## src/hdl/pcf_pkg.sv

```systemverilog
// ----------------------------------------------------------------------------
// PLL clock frequency calculator package
// Shared widths, constants, state encoding and divider request type.
// ----------------------------------------------------------------------------
package pcf_pkg;

  // Field and datapath widths
  localparam int REF_W   = 26;
  localparam int MULT_W  = 28;  // (int_mult << 18) + frac_mult
  localparam int PROD_W  = 54;  // REF_W + MULT_W
  localparam int DIVR_W  = 6;   // divisors up to 32
  localparam int STEP_W  = 6;   // iteration count up to 54
  localparam int SHIFT_W = 5;   // combined right shift up to 25
  localparam int OUT_W   = 32;
  localparam int PADDR_W = 3;

  localparam logic [4:0]        FRAC_SHIFT_MAX = 5'd18;
  localparam logic [REF_W-1:0]  REF_RESET      = REF_W'(25000000);

  // Iteration counts of the two division passes
  localparam logic [STEP_W-1:0] PLL_STEPS = STEP_W'(PROD_W);
  localparam logic [STEP_W-1:0] CLK_STEPS = STEP_W'(OUT_W);

  // Register index of the reference frequency
  localparam logic [0:0] REG_REF_CLK = 1'b0;

  // Sequencer states
  typedef enum logic [2:0] {
    ST_IDLE,
    ST_MUL,
    ST_DIV1_GO,
    ST_DIV1,
    ST_DIV2_GO,
    ST_DIV2,
    ST_FINISH
  } pcf_state_t;

  // Start request to the shared divider
  typedef struct packed {
    logic              start;
    logic [PROD_W-1:0] dividend;
    logic [DIVR_W-1:0] divisor;
    logic [STEP_W-1:0] steps;
  } pcf_div_req_t;

endpackage

```

## src/hdl/pcf_div.sv

```systemverilog
// ----------------------------------------------------------------------------
// Shared restoring divider
// Produces one quotient bit per cycle for a left-aligned dividend and a
// small divisor; the low bits of the shift register hold the quotient.
// ----------------------------------------------------------------------------
module pcf_div (
  input  logic                            clk,
  input  logic                            rst,
  input  pcf_pkg::pcf_div_req_t           req,
  output logic                            busy,
  output logic                            done,
  output logic [pcf_pkg::OUT_W-1:0]       quotient
);

  logic [pcf_pkg::PROD_W-1:0] q;
  logic [pcf_pkg::DIVR_W-1:0] rem;
  logic [pcf_pkg::DIVR_W-1:0] divisor;
  logic [pcf_pkg::STEP_W-1:0] cnt;
  logic                       active;

  logic [pcf_pkg::DIVR_W:0]   trial;
  logic                       fits;
  logic [pcf_pkg::DIVR_W-1:0] rem_next;

  // One restoring step: bring in the next dividend bit and try a subtract.
  always_comb begin
    trial    = {rem, q[pcf_pkg::PROD_W-1]};
    fits     = (trial >= {1'b0, divisor});
    rem_next = fits ? pcf_pkg::DIVR_W'(trial - {1'b0, divisor})
                    : pcf_pkg::DIVR_W'(trial);
  end

  // Control: load on start, count down the steps, flag the last one.
  always_ff @(posedge clk) begin
    if (rst) begin
      active <= 1'b0;
      done   <= 1'b0;
      cnt    <= '0;
    end else begin
      done <= 1'b0;
      if (req.start) begin
        active <= 1'b1;
        cnt    <= req.steps;
      end else if (active) begin
        cnt <= cnt - 1'b1;
        if (cnt == pcf_pkg::STEP_W'(1)) begin
          active <= 1'b0;
          done   <= 1'b1;
        end
      end
    end
  end

  // Datapath: shift register for dividend and quotient, plus remainder.
  always_ff @(posedge clk) begin
    if (req.start) begin
      q       <= req.dividend;
      rem     <= '0;
      divisor <= req.divisor;
    end else if (active) begin
      q   <= {q[pcf_pkg::PROD_W-2:0], fits};
      rem <= rem_next;
    end
  end

  assign busy     = active;
  assign quotient = q[pcf_pkg::OUT_W-1:0];

endmodule

```

## src/hdl/pll_clock_frequency_calc.sv

```systemverilog
// ----------------------------------------------------------------------------
// PLL clock frequency calculator
// Computes the fractional-N PLL output frequency and the derived clock
// frequency from one set of PLL settings and the reference frequency.
// ----------------------------------------------------------------------------
// Each request passes through the multiply step, the PLL quotient pass and then
// the post divider pass, which bypass skips; the shared one-bit-per-cycle divider
// runs 54 steps for the PLL quotient and 32 steps for the post divider.
// Throughput: one request at a time; the next is taken once the previous
// result has moved to the output register.
// Reset: synchronous, active high; ref_clk_hz returns to 25000000.
module pll_clock_frequency_calc (
  input  logic                              clk,
  input  logic                              rst,
  // Configuration port
  input  logic                              psel,
  input  logic                              penable,
  input  logic                              pwrite,
  input  logic [pcf_pkg::PADDR_W-1:0]       paddr,
  input  logic [31:0]                       pwdata,
  output logic [31:0]                       prdata,
  output logic                              pready,
  // Request channel
  input  logic                              in_valid,
  output logic                              in_ready,
  input  logic [8:0]                        int_mult,
  input  logic [17:0]                       frac_mult,
  input  logic [4:0]                        frac_shift,
  input  logic [4:0]                        ref_div,
  input  logic [2:0]                        out_shift,
  input  logic [4:0]                        post_div,
  input  logic                              bypass,
  // Result channel
  output logic                              out_valid,
  input  logic                              out_ready,
  output logic [pcf_pkg::OUT_W-1:0]         pll_hz,
  output logic [pcf_pkg::OUT_W-1:0]         clk_hz
);

  pcf_pkg::pcf_state_t state, state_next;

  logic [pcf_pkg::REF_W-1:0]   ref_clk_hz;
  logic                        cfg_write;

  // Latched request
  logic [pcf_pkg::MULT_W-1:0]  mult_r;
  logic [pcf_pkg::SHIFT_W-1:0] shift_r;
  logic [pcf_pkg::DIVR_W-1:0]  rdiv_r;
  logic [pcf_pkg::DIVR_W-1:0]  pdiv_r;
  logic                        bypass_r;

  logic [pcf_pkg::PROD_W-1:0]  prod;
  logic [pcf_pkg::OUT_W-1:0]   pll_r;
  logic [pcf_pkg::OUT_W-1:0]   clk_r;

  // Request decode
  logic                        frac_on;
  logic [4:0]                  fs_sat;
  logic [pcf_pkg::MULT_W-1:0]  mult_in;
  logic [pcf_pkg::SHIFT_W-1:0] shift_in;

  pcf_pkg::pcf_div_req_t       div_req;
  logic                        div_busy;
  logic                        div_done;
  logic [pcf_pkg::OUT_W-1:0]   div_quot;

  logic                        accept;
  logic                        retire;

  // Configuration register
  assign pready    = 1'b1;
  assign cfg_write = psel && penable && pwrite && pready &&
                     (paddr[2] == pcf_pkg::REG_REF_CLK);

  always_ff @(posedge clk) begin
    if (rst) begin
      ref_clk_hz <= pcf_pkg::REF_RESET;
    end else if (cfg_write) begin
      ref_clk_hz <= pwdata[pcf_pkg::REF_W-1:0];
    end
  end

  always_comb begin
    prdata = '0;
    if (paddr[2] == pcf_pkg::REG_REF_CLK) begin
      prdata = 32'(ref_clk_hz);
    end
  end

  // Feedback multiplier and combined right shift for the incoming request.
  always_comb begin
    frac_on  = (frac_mult != '0);
    fs_sat   = (frac_shift > pcf_pkg::FRAC_SHIFT_MAX) ? pcf_pkg::FRAC_SHIFT_MAX
                                                     : frac_shift;
    mult_in  = frac_on ? ((pcf_pkg::MULT_W'(int_mult) << fs_sat) +
                          pcf_pkg::MULT_W'(frac_mult))
                       : pcf_pkg::MULT_W'(int_mult);
    shift_in = (frac_on ? pcf_pkg::SHIFT_W'(fs_sat) : '0) +
               pcf_pkg::SHIFT_W'(out_shift);
  end

  assign accept = in_valid && in_ready;
  assign retire = (state == pcf_pkg::ST_FINISH) && (!out_valid || out_ready);

  // Next state
  always_comb begin
    state_next = state;
    case (state)
      pcf_pkg::ST_IDLE: begin
        if (in_valid) state_next = pcf_pkg::ST_MUL;
      end
      pcf_pkg::ST_MUL:     state_next = pcf_pkg::ST_DIV1_GO;
      pcf_pkg::ST_DIV1_GO: state_next = pcf_pkg::ST_DIV1;
      pcf_pkg::ST_DIV1: begin
        if (div_done) begin
          state_next = bypass_r ? pcf_pkg::ST_FINISH : pcf_pkg::ST_DIV2_GO;
        end
      end
      pcf_pkg::ST_DIV2_GO: state_next = pcf_pkg::ST_DIV2;
      pcf_pkg::ST_DIV2: begin
        if (div_done) state_next = pcf_pkg::ST_FINISH;
      end
      pcf_pkg::ST_FINISH: begin
        if (!out_valid || out_ready) state_next = pcf_pkg::ST_IDLE;
      end
      default: state_next = pcf_pkg::ST_IDLE;
    endcase
  end

  // Sequencer outputs: handshake and divider requests.
  always_comb begin
    in_ready         = 1'b0;
    div_req.start    = 1'b0;
    div_req.dividend = prod >> shift_r;
    div_req.divisor  = rdiv_r;
    div_req.steps    = pcf_pkg::PLL_STEPS;
    case (state)
      pcf_pkg::ST_IDLE: in_ready = 1'b1;
      pcf_pkg::ST_DIV1_GO: div_req.start = 1'b1;
      pcf_pkg::ST_DIV2_GO: begin
        div_req.start    = 1'b1;
        div_req.dividend = {pll_r, {(pcf_pkg::PROD_W - pcf_pkg::OUT_W){1'b0}}};
        div_req.divisor  = pdiv_r;
        div_req.steps    = pcf_pkg::CLK_STEPS;
      end
      default: ;
    endcase
  end

  always_ff @(posedge clk) begin
    if (rst) begin
      state <= pcf_pkg::ST_IDLE;
    end else begin
      state <= state_next;
    end
  end

  // Latch the request.
  always_ff @(posedge clk) begin
    if (accept) begin
      mult_r   <= mult_in;
      shift_r  <= shift_in;
      rdiv_r   <= (ref_div == '0) ? pcf_pkg::DIVR_W'(1) : pcf_pkg::DIVR_W'(ref_div);
      pdiv_r   <= pcf_pkg::DIVR_W'(post_div) + pcf_pkg::DIVR_W'(1);
      bypass_r <= bypass;
    end
  end

  // Numerator product, then the quotients; bypass sets clk_r to ref_clk_hz.
  always_ff @(posedge clk) begin
    if (state == pcf_pkg::ST_MUL) begin
      prod <= pcf_pkg::PROD_W'(ref_clk_hz) * pcf_pkg::PROD_W'(mult_r);
    end
    if (state == pcf_pkg::ST_DIV1 && div_done) begin
      pll_r <= div_quot;
      if (bypass_r) clk_r <= pcf_pkg::OUT_W'(ref_clk_hz);
    end
    if (state == pcf_pkg::ST_DIV2 && div_done) begin
      clk_r <= div_quot;
    end
  end

  // Output register
  always_ff @(posedge clk) begin
    if (rst) begin
      out_valid <= 1'b0;
    end else if (retire) begin
      out_valid <= 1'b1;
    end else if (out_ready) begin
      out_valid <= 1'b0;
    end
  end

  always_ff @(posedge clk) begin
    if (retire) begin
      pll_hz <= pll_r;
      clk_hz <= clk_r;
    end
  end

  pcf_div u_div (
    .clk      (clk),
    .rst      (rst),
    .req      (div_req),
    .busy     (div_busy),
    .done     (div_done),
    .quotient (div_quot)
  );

  // The divider only reports completion to a pass that is waiting for it.
  assert property (@(posedge clk) disable iff (rst)
    div_done |-> (state == pcf_pkg::ST_DIV1 || state == pcf_pkg::ST_DIV2))
    else $error("divider finished outside a division pass");

  // A new division never starts on top of one in progress.
  assert property (@(posedge clk) disable iff (rst)
    div_req.start |-> !div_busy)
    else $error("divider started while busy");

  // An accepted request always moves straight to the multiply step.
  assert property (@(posedge clk) disable iff (rst)
    accept |=> (state == pcf_pkg::ST_MUL))
    else $error("accepted request did not enter the multiply step");

endmodule
```

## config.mk

```make
export PLATFORM = sky130hd
export DESIGN_NAME = pll_clock_frequency_calc
export DESIGN_NICKNAME = d
export VERILOG_FILES = /design/src/hdl/pcf_pkg.sv /design/src/hdl/pcf_div.sv /design/src/hdl/pll_clock_frequency_calc.sv
export SDC_FILE = /design/constraint.sdc
export NUM_CORES = 2
export LEC_CHECK = 0
export BUFFER_PORTS_ARGS = -buffer_cell sky130_fd_sc_hd__buf_2
export CAP_MARGIN = 0
export CORE_MARGIN = 8
export CORE_UTILIZATION = 55
export DETAILED_ROUTE_END_ITERATION = 10
export PLACE_DENSITY = 0.87
export SLEW_MARGIN = 40
export SYNTH_ARGS = -nofsm -noshare
export SYNTH_HDL_FRONTEND = slang
export SYNTH_HIERARCHICAL = 1
export SYNTH_SLANG_ARGS = --single-unit
```

## constraint.sdc

```tcl
create_clock -name clk -period 6.7 [get_ports clk]
set_clock_uncertainty 0.15 [all_clocks]
set_input_delay 1.005 -clock clk [delete_from_list [all_inputs] [get_ports clk]]
set_output_delay 1.005 -clock clk [all_outputs]
set_load 0.005 [all_outputs]
```

# == Word level (Yosys, flattened, before mapping) ==
# Cells that the tools add are included.
# op_classes
n_mux,27
magnitude_cmp,2
mul,1
eq_ne,11
n_reduce_logical,20
n_shift,2
add_sub_neg,5
bitwise,2
# op_table
operator,count
two-way mux 54 bit,2
two-way mux 32 bit,3
two-way mux 66 bit,1
multiplier 26 x 28 -> 54 bit,1
>> shifter 54 x 5 -> 54 bit,1
adder 28 x 18 -> 28 bit,1
left shift 9 x 5 -> 28 bit,1
two-way mux 26 bit,1
case mux 3 bit (7 select lines),1
two-way mux 6 bit,3
nonzero test 18 bit,1
two-way mux 3 bit,4
two-way mux 5 bit,2
== test 3 bit (second input constant),3
two-way mux 9 bit,1
two-way mux 1 bit,8
nonzero test 2 bit,4
greater-or-equal comparator 7 x 6 -> 1 bit,1
logical AND 1 bit,7
adder 5 x 1 -> 6 bit (second input constant),1
== test 3 x 2 -> 1 bit (second input constant),2
== test 6 x 1 -> 1 bit (second input constant),1
inequality test 2 x 1 -> 1 bit (second input constant),3
subtractor 6 x 1 -> 6 bit (second input constant),1
other kinds (15),16
# word_totals
out_inout_bits,99
input_bits,88
ff_bits,332
wordCells,91

# == Depth between registers and ports, before layout ==
# depth
ltp_word,5
ltp_mapped,26
depth_no_buf,24

# == Hierarchy ==
# The synthesis kept the hierarchy.
# by_module_without_submodules
mod,cells_per_inst,seq_area_each_um2,instances,area_each_um2
pll_clock_frequency_calc,3910,7417.1,1,37627.3
pcf_div,275,2082.0,1,3656.0

# == Worst setup path before layout ==
# Ideal clock, no wire load.
# synth_timing
path_type,register to register
startpoint,register mult_r[20] (netlist bit)
endpoint,register prod[46] (netlist bit) (data pin)
slack_ns,-0.376
required_time_ns,6.278
n_path_buf,2
setup_ns,0.272
stages_incl_launch_ff,25
arrival_ns,6.654
synth_period_minus_slack_ns,7.076
cell_sequence,edfxtp_1 > clkbuf_1 > and2_1 > fa_1 > fa_1 > inv_1 > fa_1 > fa_1 > inv_1 > fa_1 > fa_1 > inv_1 > fa_1 > inv_1 > ha_1 > clkbuf_1 > a21o_1 > a21oi_1 > o21ai_1 > nand4b_1 > o211ai_2 > o31ai_4 > a31oi_2 > mux2i_1 > or4_1
# synth_via
elab_chain_len,1
# synth_rtl
element,line,text
"start, declared",pll_clock_frequency_calc.sv:46,logic [pcf_pkg::MULT_W-1:0] mult_r;
"start signal, assigned",pll_clock_frequency_calc.sv:161,mult_r <= mult_in;
multiplier 26 x 28 -> 54 bit,pll_clock_frequency_calc.sv:172,prod <= pcf_pkg::PROD_W'(ref_clk_hz) * pcf_pkg::PROD_W'(mult_r);
"end signal, assigned",pll_clock_frequency_calc.sv:172,
"end, declared",pll_clock_frequency_calc.sv:52,logic [pcf_pkg::PROD_W-1:0] prod;
# Every way passes these cells.
# A chain may end at the register's enable or synchronous reset.

# == Worst setup path after layout ==
# layout_timing
startpoint,register mult_r[12] (netlist bit)
endpoint,register prod[50] (netlist bit) (data pin)
# The elaborated chain is that of the path after synthesis.

==> results.md <==
- Max Fanout on Critical Path: 5
- Largest net degree at the start of global routing: 65
- Synth area leader: fa_1
- Clk Tree Root Cell: clkbuf_16
- Critical path startpoint category: register
- CTS sink cnt: 331
- Cell Area, Synth: 0.0413 mm^2
- Top cells by count, synth: inv_1, fa_1, nand2_1
- DP Worst Slack: -0.593 ns
- Failing checks: negative setup slack
- Prevailing post-synth register cell: edfxtp_1
- FF-to-FF setup slack: -0.43 ns
- Dominant cells by area after synthesis: fa_1, edfxtp_1, ha_1
- Area added between synthesis and finish: 14.5%
- Final GP Congestion: 0.961
- Via/cell ratio: 5.78
- Post-route ant nets: 0
- CTS tree: done
- Via count: 31521
- Final Cell Area: 0.0473 mm^2
- Die area: 0.0841 mm^2
- Signal arrival time at the worst endpoint: 7.30 ns
- Period minus WS final: 7.13 ns
- Post-Syn Area per Cell: 9.86 um^2
- Slowest CP cell: fa_2
- Crit share post-route: 106%
- Slowest stage delay, CP: 0.57 ns
- Tightest Hold Check Type: reg2reg
- FMAX: 0.140 GHz
- Placeable Area: 0.0743 mm^2
- Vias in the first global route: 33808
- Wire per inst: 21.0 um
- I/O pin count: 187
- First-pass GRT wire length: 179000 um
- Kind of cell adding the most delay to the critical path: adder cells
- Nets@finish: 5394
- Multi-input gate area: 0.0286 mm^2
- RSZ-0062 raised after global routing: yes
- Sequential share of the synthesized area: 23.0%
- Post-Route Utilization: 63.6%
- Detailed Route WL: 115000 um
- Ys async rst share: 0%
- First-pass iteration count of the detailed router: 5
- DP Area: 0.0452 mm^2
- Most frequent CP cell: fa_1
- Crit path buf inv count: 7
- Worst slew pin tran: 0.762 ns
- Num CTS Buffers: 37
- Layout cells sized above 1: 18.7%
- Post-synthesis cell count: 4185
- Drt drc: 0
- FILL cells: 5410
- Max Slew Vio Count: 0
- Clk buf depth: 3
- Synth Register Bits: 331
- Register area: 0.00952 mm^2
- Max-cap violations: 0
- Worst EP required: 6.87 ns
- Endpoints failing setup: 22
- Worst Slack Setup Final: -0.432 ns
- Starting density of the core: 55.5%
- DP HPWL: 89800 um
- Worst setup EP type: register
- Synth top area share: 30.3%
- Initial drt markers: 3020
- Slew headroom: 49.1%
- Die height: 290 um
- Critical path class: reg2reg
- Gr usage total: 26.4%
- Yosys warns: 6
- Most frequent cell after synthesis: inv_1
- Status: finished, violations left
- Worst-Skew Late Latency: 0.58 ns
- Die X: 290 um
- Number of synthesized flops with an enable pin: 287
- Register clock-pin slew on the reported worst setup and hold paths: 0.07 ns
- Port bufs: 171
- Grt ovf: 0
- Std cell rows: 100
- Fin. Hold Viols: 0
- Antenna violations before repair: 2
- H-Tree Depth: 2
- Unique masters post-synth: 83
- Antenna fix cells: 0
-- timing repair --
item | CTS | global route
hold buffers | 0 | 0
endpoints found under the hold margin | 0 | 0
gates resized for setup | 68 | 70
buffers inserted | 21 | 15
setup endpoints to repair | 26 | 27
pin swaps | 32 | 39
gates cloned | 0 | 1
-- per-layer routing --
| metal | routed length [um] | up-vias | global-route usage (%) |
|---|---|---|---|
| met5 | 0 | - | 0 |
| met4 | 6050 | 0 | 11.5 |
| met3 | 10900 | 401 | 5.90 |
| met2 | 56100 | 1766 | 45.4 |
| met1 | 41500 | 15642 | 31.9 |
| li1 | - | 13712 | - |
-- final timing paths --
check,startpoint,endpoint,cells past startpoint
setup / recovery,mult_r[12],prod[50],25
hold / removal,clk_r[28],clk_hz[28],0
setup reg to reg,mult_r[12],prod[50],25
hold reg to reg,clk_r[28],clk_hz[28],0
-- placed cells by master, fill, tap and decap left out, drive strengths merged, types with 19 or more instances in the layout --
cell | netlist | final
nand2b | 19 | 19
o21ai | 85 | 85
o21a | 28 | 28
mux4 | 58 | 58
xor2 | 35 | 35
nand2 | 600 | 600
nor2 | 153 | 153
nor3 | 22 | 22
nor2b | 41 | 41
mux2i | 59 | 59
a21o | 32 | 32
dfxtp | 44 | 44
a21oi | 118 | 118
buf | 64 | 498
clkbuf | 210 | 45
fa | 625 | 625
and2 | 415 | 415
nand3 | 23 | 23
inv | 712 | 717
edfxtp | 287 | 287
xnor2 | 46 | 46
mux2 | 71 | 71
ha | 224 | 224
a211oi | 28 | 28
-- registers in the layout (all words and copies together), names as in the netlist, 3 cells and up --
name	flops
mult_r	28
clk_r	32
prod	54
shift_r	5
pll_r	32
u_div/divisor	6
pdiv_r	6
u_div/rem	6
rdiv_r	5
u_div/q	54
pll_hz	32
ref_clk_hz	26
clk_hz	32
state	3
u_div/cnt	6
-- area by class of cell --
type | count | area share [%]
inverters | 714 | 5.67
clock inverters | 24 | 0.527
well taps | 969 | 2.56
flip-flops and latches | 331 | 20.1
repair buffers | 499 | 8.65
multi-input cells | 2874 | 60.4
clock buffers | 44 | 2.06
-- logic make-up (layout without fill, tap and decap cells) --
kind of cell | count (synthesis) | count (layout) | share of synthesized area, %
simple gates | 1352 | 1352 | 16.0
buf+inv | 988 | 1281 | 9.40
fa+ha+maj | 849 | 849 | 37.1
compound gates | 394 | 394 | 6.28
flops | 331 | 331 | 23.0
mux | 188 | 188 | 6.53
xor+xnor | 81 | 81 | 1.72
other cells | 2 | 10 | 0.0182
-- per-stage QoR --
| step | setup TNS, ns | hold WS, ns | instances |
|---|---|---|---|
| detailed placement | -7.67 | 0.255 | 5351 |
| global placement | -3.44 | 0.254 | 5350 |
| finish | -6.06 | 0.267 | 5455 |
| CTS | -3.75 | 0.266 | 5440 |
| floorplan | -0.00219 | 0.250 | 4193 |
| global route | -9.84 | 0.274 | 5455 |
-- worst register-to-register path, delay by kind of cell, from the launching register on --
kind	cells	cell delay, ns
buf+inv	7	0.75
fa+ha+maj	8	3.65
flops	1	0.42
compound gates	6	1.38
simple gates	4	0.52
Power is left out: the tool's default activity adds up to more than one toggle a clock period on the data nets, which glitch-free logic cannot reach.
